$ cat src/rtl/pal_pkg.sv
// ============================================================================
// pal_pkg: shared definitions for the positional array list
// Field widths, operation and status codes, and the cell control bundle
// that the list controller sends down the row of storage cells.
// ============================================================================
package pal_pkg;

   // Fixed field widths of the request and response channels.
   localparam int DATA_W = 32;
   localparam int POS_W  = 7;
   localparam int OP_W   = 2;
   localparam int ST_W   = 2;

   // Default number of list entries.
   localparam int CAPACITY_DEF = 64;

   typedef enum logic [OP_W-1:0] {
      OP_INSERT = 2'd0,
      OP_DELETE = 2'd1,
      OP_LOCATE = 2'd2
   } opcode_type;

   typedef enum logic [ST_W-1:0] {
      ST_OK     = 2'd0,
      ST_BADPOS = 2'd1,
      ST_FULL   = 2'd2,
      ST_MISS   = 2'd3
   } status_type;

   // What every cell does with its entry in a given cycle.
   typedef enum logic [1:0] {
      CMD_HOLD   = 2'd0,
      CMD_INSERT = 2'd1,
      CMD_DELETE = 2'd2
   } cell_cmd_type;

   // pick_match selects the flag a cell raises: a value match inside the
   // list when set, otherwise the cell addressed by the slot number.
   typedef struct packed {
      cell_cmd_type cmd;
      logic         pick_match;
   } cell_ctl_type;

endpackage

$ cat src/rtl/pal_cell.sv
// ============================================================================
// pal_cell: one storage cell of the list
// Holds one entry, takes its neighbor's entry on an insert or delete shift,
// and raises a flag for the search tree on a match or a slot hit.
// ============================================================================
module pal_cell #(
   parameter int CAPACITY   = pal_pkg::CAPACITY_DEF,
   parameter int CELL_INDEX = 0
) (
   input  logic                          clock,
   input  pal_pkg::cell_ctl_type         ctl,
   input  logic [$clog2(CAPACITY)-1:0]   slot,
   input  logic [$clog2(CAPACITY+1)-1:0] count,
   input  logic [pal_pkg::DATA_W-1:0]    key,
   input  logic [pal_pkg::DATA_W-1:0]    left_data,
   input  logic [pal_pkg::DATA_W-1:0]    right_data,
   output logic [pal_pkg::DATA_W-1:0]    data,
   output logic                          flag
);

   localparam int IW = $clog2(CAPACITY);
   localparam int CW = $clog2(CAPACITY+1);

   logic [pal_pkg::DATA_W-1:0] data_ff;
   logic [pal_pkg::DATA_W-1:0] data_in;
   logic                       at_slot;
   logic                       past_slot;

   assign at_slot   = (IW'(CELL_INDEX) == slot);
   assign past_slot = (IW'(CELL_INDEX) > slot);

   always_comb begin
      data_in = data_ff;
      case (ctl.cmd)
         pal_pkg::CMD_INSERT: begin
            if (at_slot) begin
               data_in = key;
            end else if (past_slot) begin
               data_in = left_data;
            end
         end
         pal_pkg::CMD_DELETE: begin
            if (at_slot || past_slot) begin
               data_in = right_data;
            end
         end
         default: begin
            data_in = data_ff;
         end
      endcase
   end

   always_ff @(posedge clock) begin
      data_ff <= data_in;
   end

   assign data = data_ff;
   assign flag = ctl.pick_match ? ((data_ff == key) && (CW'(CELL_INDEX) < count))
                                : at_slot;

endmodule

$ cat config.mk
export PLATFORM = sky130hd
export DESIGN_NAME = pal_cell
export DESIGN_NICKNAME = d
export VERILOG_FILES = /design/src/rtl/pal_pkg.sv /design/src/rtl/pal_cell.sv
export SDC_FILE = /design/constraint.sdc
export NUM_CORES = 1
export LEC_CHECK = 0
export BUFFER_PORTS_ARGS = -buffer_cell sky130_fd_sc_hd__buf_4
export CAP_MARGIN = 20
export CELL_PAD_IN_SITES_DETAIL_PLACEMENT = 1
export CELL_PAD_IN_SITES_GLOBAL_PLACEMENT = 1
export CORE_MARGIN = 5
export CORE_UTILIZATION = 29
export CTS_CLUSTER_DIAMETER = 150
export DETAILED_ROUTE_END_ITERATION = 10
export GPL_ROUTABILITY_DRIVEN = 1
export GPL_TIMING_DRIVEN = 1
export PLACE_DENSITY = 0.88
export SLEW_MARGIN = 0
export SYNTH_ARGS = -nofsm -noshare
export SYNTH_HDL_FRONTEND = slang
export SYNTH_SLANG_ARGS = --single-unit
export TNS_END_PERCENT = 10
$ cat constraint.sdc
create_clock -name clock -period 3.5 [get_ports clock]
set_input_delay 0.7 -clock clock [delete_from_list [all_inputs] [get_ports clock]]
set_output_delay 0.7 -clock clock [all_outputs]
set_load 0.05 [all_outputs]
==> results of run 1 <==
final timing paths:
kind | startpoint | to | slack [ns] | depth (start not counted)
min | right_data[24] | data[24]$_DFFE_PP_ | 0.69 | 3
max | key[7] | flag | 0.66 | 7
worst max-delay path, delay by kind of cell:
kind / cells / cell delay (ns)
AO/OA/AOI/OAI: 1 / 0.16
AND/OR/NAND/NOR: 3 / 0.71
buffers and inverters: 2 / 0.36
XOR/XNOR: 1 / 0.21
power breakdown:
part           internal (uW)  switching (uW)  leakage, uW
Sequential               428            1.95     0.000281
Combinational            120            81.6      0.00124
Clock                    207             142    0.0000532
Total                    756             226      0.00157
stage by stage:
stage                     util (%)  instance area [sq um]
final                         49.0                   3330
after CTS                     49.0                   3330
after global routing          49.0                   3330
after global placement        47.5                   3230
after detailed placement      47.5                   3230
after floorplan                  -                   2030
area by class of cell:
cell class                 instances  area share, %
sequential                        32           28.8
timing repair buffer             149           33.6
multi-input combinational        149           30.8
clock inverter                     3           1.13
tap                               96           3.60
clock buffer                       5           2.07
per-layer routing:
layer / global-route usage, % / wire (microns) / vias to the layer above
met3: 5.21 / 661 / 6
met5: 0 / 0 / -
li1: - / - / 980
met4: 3.73 / 60 / 0
met1: 18.1 / 2860 / 896
met2: 31.5 / 3920 / 82
cells by family (layout without fill, tap and decap cells):
group,count (synthesis),after routing
AND/OR/NAND/NOR,50,50
flip-flops,32,32
AO/OA/AOI/OAI,34,34
XOR/XNOR,33,33
multiplexers,32,32
buffers and inverters,10,157
cell usage after synthesis, drive strengths merged:
cell type	n
a21oi	1
buf	4
clkbuf	6
edfxtp	32
mux2i	32
nand2	33
nand3	1
nand4	6
nor2	2
nor2b	1
nor3	2
nor4	5
o21ai	32
o22ai	1
xnor2	22
xor2	11
cells in the final DEF (no fill, tap or decap):
master       n
a21oi_1      1
buf_4      149
bufinv_16    1
clkbuf_8     5
clkinv_1     2
edfxtp_1    32
mux2i_1     32
nand2_1     32
nand2_2      1
nand3_1      1
nand4_1      6
nor2_1       1
nor2_4       1
nor2b_4      1
nor3_1       2
nor4_1       4
nor4_2       1
o21ai_0      4
o21ai_1     28
o22ai_1      1
xnor2_1     22
xor2_1      11
==> impl_metrics.json, run 1 <==
{
  "status": "finished, final reports clean",
  "drc": 0,
  "via_count": 1964,
  "final-instance-count-excl-fill": 434,
  "coreArea_sq_um": 6790,
  "wl_per_cell_microns": 17.3,
  "min_path_type": "in2reg",
  "cp.required_ns": 2.80,
  "die_w_microns": 93.7,
  "yosys_warnings": 0,
  "clock_tree.root_cell": "clkbuf_8",
  "rsz0062_at_grt": "false",
  "holdBufCountCts": 0,
  "largest_reg_flops": 32,
  "dp_hpwl_mm": 6.27,
  "cpMaxStageDelayCell": "nor4_1",
  "hold_viol": 0,
  "p_total_uw": 981,
  "dp_cells": 426,
  "path_cells": "buf_4, xnor2_1, nand4_1, nor4_1, nand4_1, o22ai_1, buf_4",
  "synthTopCellsByArea": "edfxtp_1 (47%), mux2i_1 (16%), xnor2_1 (9.5%)",
  "post-place-ws_ns": 0.634,
  "synth.avg_cell_area_sq_um": 10.6,
  "h-tree-depth": 2,
  "synth-simple-area-share_pct": 11.3,
  "cap_violations": 0,
  "ios": 146,
  "drive_gt1_share_pct": 47.0,
  "final_max_slew_viol_count": 0,
  "routed_wl_mm": 7.49,
  "initial_core_util_pct": 29.9,
  "num-fill-cells": 765,
  "cts_buffers": 5,
  "port_buffers": 145,
  "multiInputGateArea_sq_um": 1030,
  "antennaDiodeCount": 0,
  "synthAdderAreaFrac_pct": 0,
  "syn_inst": 191,
  "grt_pass1_wl_mm": 11.3,
  "grt_use_total_pct": 16.7,
  "syn-cell-area_sq_um": 2030,
  "synth-seq-cells": 32,
  "regArea_sq_um": 961,
  "fin_tns_setup_ns": 0,
  "critPathLaunchType": "input pin",
  "arrival_ns": 2.14,
  "antenna_found_initial": 0,
  "cp-end-kind": "primary output",
  "synth_xor_area_share_pct": 14.2,
  "synthMuxAreaShare_pct": 15.8,
  "grt_max_degree": 27,
  "finalCritPeriodShare_pct": 81.1,
  "slew_headroom_pct": 60.2,
  "drtIter0Drc": 37,
  "path_clk_slew_ns": 0.07,
  "cts_max_path_buffers": 2,
  "grt_pass1_vias": 2185,
  "clock.fmax_mhz": 352,
  "first_pass_iters": 4,
  "synth_top_area_share_pct": 47.3,
  "p_leak_uw": 0.00157,
  "routabilityCongestion": 0.729,
  "avgViaCountPerCell": 4.53,
  "holdWs_ns": 0.693,
  "synth_top_family_by_area": "multiplexers",
  "drt.antenna.violating_nets": 0,
  "tightest_slew_ns": 0.596,
  "cellPowerDensity_nw_per_um2": 294,
  "tritoncts": "yes",
  "die_y_microns": 93.7,
  "finalSetupViolations": 0,
  "grt_overflow": 0,
  "syn2layout_area_growth_pct": 63.9,
  "period_needed_ns": 2.84,
  "cts_resized": 0,
  "die_area_sq_um": 8790,
  "num_rows": 30,
  "path_max_fanout": 2,
  "synthDistinctLibCells": 20,
  "layout_setup_ws_ns": 0.662,
  "synth_nets": 304,
  "synth-compound-area-share_pct": 8.43,
  "yosysTopAreaCell": "edfxtp_1",
  "cts.sinks": 32,
  "crit_type": "in2out",
  "nets": 450,
  "synth_seq_area_share_pct": 47.3,
  "ir_drop_mv": 0.156,
  "cpPeakStageDelay_ns": 0.40,
  "post-cts-setup-buffer-count": 0
}
(Power assumes the default switching activity.)
==> run 2: changes to the inputs <==
Settings changed: CORE_UTILIZATION 29 to 26, PLACE_DENSITY 0.88 to 0.83.
Clock period 3.5 ns to 2.6 ns, I/O delays scaled along.
==> run 2 against run 1 <==
Worst hold slack worse by 0.18 ns. Die area up 10%. Power up 35%. Combinational power up 37%. Sequential cell count unchanged. Sequential share of layout area down 0.48 points. Via count up 3.9%. First-iteration DRC count up 46%. Count of clock-buffer cells in the layout unchanged.
==> impl_metrics.json, run 2 (same netlist as run 1, synthesis figures left out) <==
{
  "status": "finished, final reports clean",
  "die_y_microns": 98.4,
  "p_seq_share_pct": 43.6,
  "h-tree-depth": 2,
  "path_delay_family": "simple AND/OR/NAND/NOR gates",
  "fin_tns_setup_ns": 0,
  "finalCoreUtilization_pct": 44.1,
  "grt_use_total_pct": 15.2,
  "first_pass_iters": 4,
  "crit_cells": 6,
  "p_leak_uw": 0.00160,
  "slew_headroom_pct": 60.2,
  "drc": 0,
  "wl_per_cell_microns": 17.2,
  "cts_buffers": 5,
  "coreArea_sq_um": 7690,
  "avgViaCountPerCell": 4.62,
  "cpMaxStageDelayCell": "edfxtp_1",
  "critPathLaunch": "data[10]$_DFFE_PP_",
  "clock_tree.root_cell": "clkbuf_8",
  "cpMostUsedCell": "nand4_1",
  "critPathLaunchType": "flip-flop",
  "drive_gt1_share_pct": 48.2,
  "path_cells": "xnor2_1, nand4_1, nor4_2, nand4_1, o22ai_1, buf_4",
  "dp_hpwl_mm": 6.25,
  "min_path_type": "in2reg",
  "antenna_found_initial": 0,
  "hold_viol": 0,
  "cts.sinks": 32,
  "cp.required_ns": 2.08,
  "path_max_fanout": 2,
  "grt_pass1_wl_mm": 11.6,
  "rsz0062_at_grt": "false",
  "grt_max_degree": 27,
  "cts_max_path_buffers": 2,
  "finalSetupViolations": 0,
  "routabilityCongestion": 0.786,
  "pwr-share-comb_pct": 20.7,
  "arrival_ns": 1.91,
  "nets": 452,
  "grt_overflow": 0,
  "num_rows": 32,
  "tightest_slew_ns": 0.596,
  "routed_wl_mm": 7.60,
  "endpoint": "flag",
  "layout_setup_ws_ns": 0.174,
  "largest_reg_flops": 32,
  "holdWs_ns": 0.517,
  "cap_violations": 0,
  "ios": 146,
  "cpPeakStageDelay_ns": 0.42,
  "antennaDiodeCount": 0,
  "syn2layout_area_growth_pct": 66.6,
  "period_needed_ns": 2.43,
  "ir_drop_mv": 0.266,
  "die_area_sq_um": 9690,
  "layout_commonest_cell": "buf_4",
  "p_switching_uw": 308,
  "path_clk_slew_ns": 0.07,
  "holdCritStartpoint": "right_data[9]",
  "switching_share_pct": 23.2,
  "post-place-ws_ns": 0.0802,
  "pwr-share-clk_pct": 35.7,
  "via_count": 2041,
  "die_w_microns": 98.4,
  "grt_pass1_vias": 2302,
  "clock.fmax_mhz": 412,
  "drt.antenna.violating_nets": 0,
  "finalCritPeriodShare_pct": 93.3,
  "num-fill-cells": 917,
  "p_int_uw": 1020,
  "most-common-layout-cells": "buf_4 (150), mux2i_1 (32), nand2_1 (32), edfxtp_1 (32), o21ai_1 (28)",
  "drtIter0Drc": 54,
  "crit_type": "reg2out",
  "tritoncts": "yes",
  "post-cts-setup-buffer-count": 0,
  "cp-end-kind": "primary output",
  "port_buffers": 145,
  "crit_buf_inv": 1,
  "cellPowerDensity_nw_per_um2": 392,
  "final_max_slew_viol_count": 0,
  "initial_core_util_pct": 26.4
}
-- run 2: how the worst min path moves through the flow --
stage / slack [ns] / depth (start not counted) / endpoint
CTS: 0.50 / 3 / data[23]$_DFFE_PP_
detailed placement: 0.81 / 3 / data[14]$_DFFE_PP_
global route: 0.50 / 3 / data[14]$_DFFE_PP_
global placement: 0.80 / 3 / data[29]$_DFFE_PP_
finish: 0.52 / 3 / data[9]$_DFFE_PP_
floorplan: 0.71 / 2 / data[0]$_DFFE_PP_
-- run 2: final cells by class --
cell class                 count  area, sq um  area share [%]
sequential                    32          961            28.4
clock buffer                   5         68.8            2.03
multi-input combinational    149         1050            30.9
clock inverter                 3         37.5            1.11
timing repair buffer         151         1150            33.8
tap                          102          128            3.77
-- run 2: through the flow --
step	cell area [sq um]	total power [uW]	cells
after global routing	3390	1400	442
after floorplan	2040	691	191
after detailed placement	3260	868	434
after CTS	3370	1350	442
final	3390	1330	442
after global placement	3260	858	434
-- run 2: power by group through the flow --
stage	combinational [uW]	clock, uW	sequential, uW
CTS	279	497	579
finish	276	474	579
global route	300	522	579
floorplan	88.2	0	603
global placement	267	0	590
detailed placement	277	0	591
-- run 2: layer usage --
| layer | routed length, microns | global-route usage (%) |
|---|---|---|
| met5 | 0 | 0 |
| met4 | 61 | 3.15 |
| met3 | 628 | 5.80 |
| met2 | 4060 | 28.2 |
| met1 | 2850 | 16.2 |
-- run 2: what timing repair did --
| item | 4_1_cts | 5_1_grt |
|---|---|---|
| pin swaps | 0 | 2 |
| hold buffers | 0 | 0 |
| setup endpoints to repair | 1 | 1 |
| gates resized for setup | 1 | 2 |
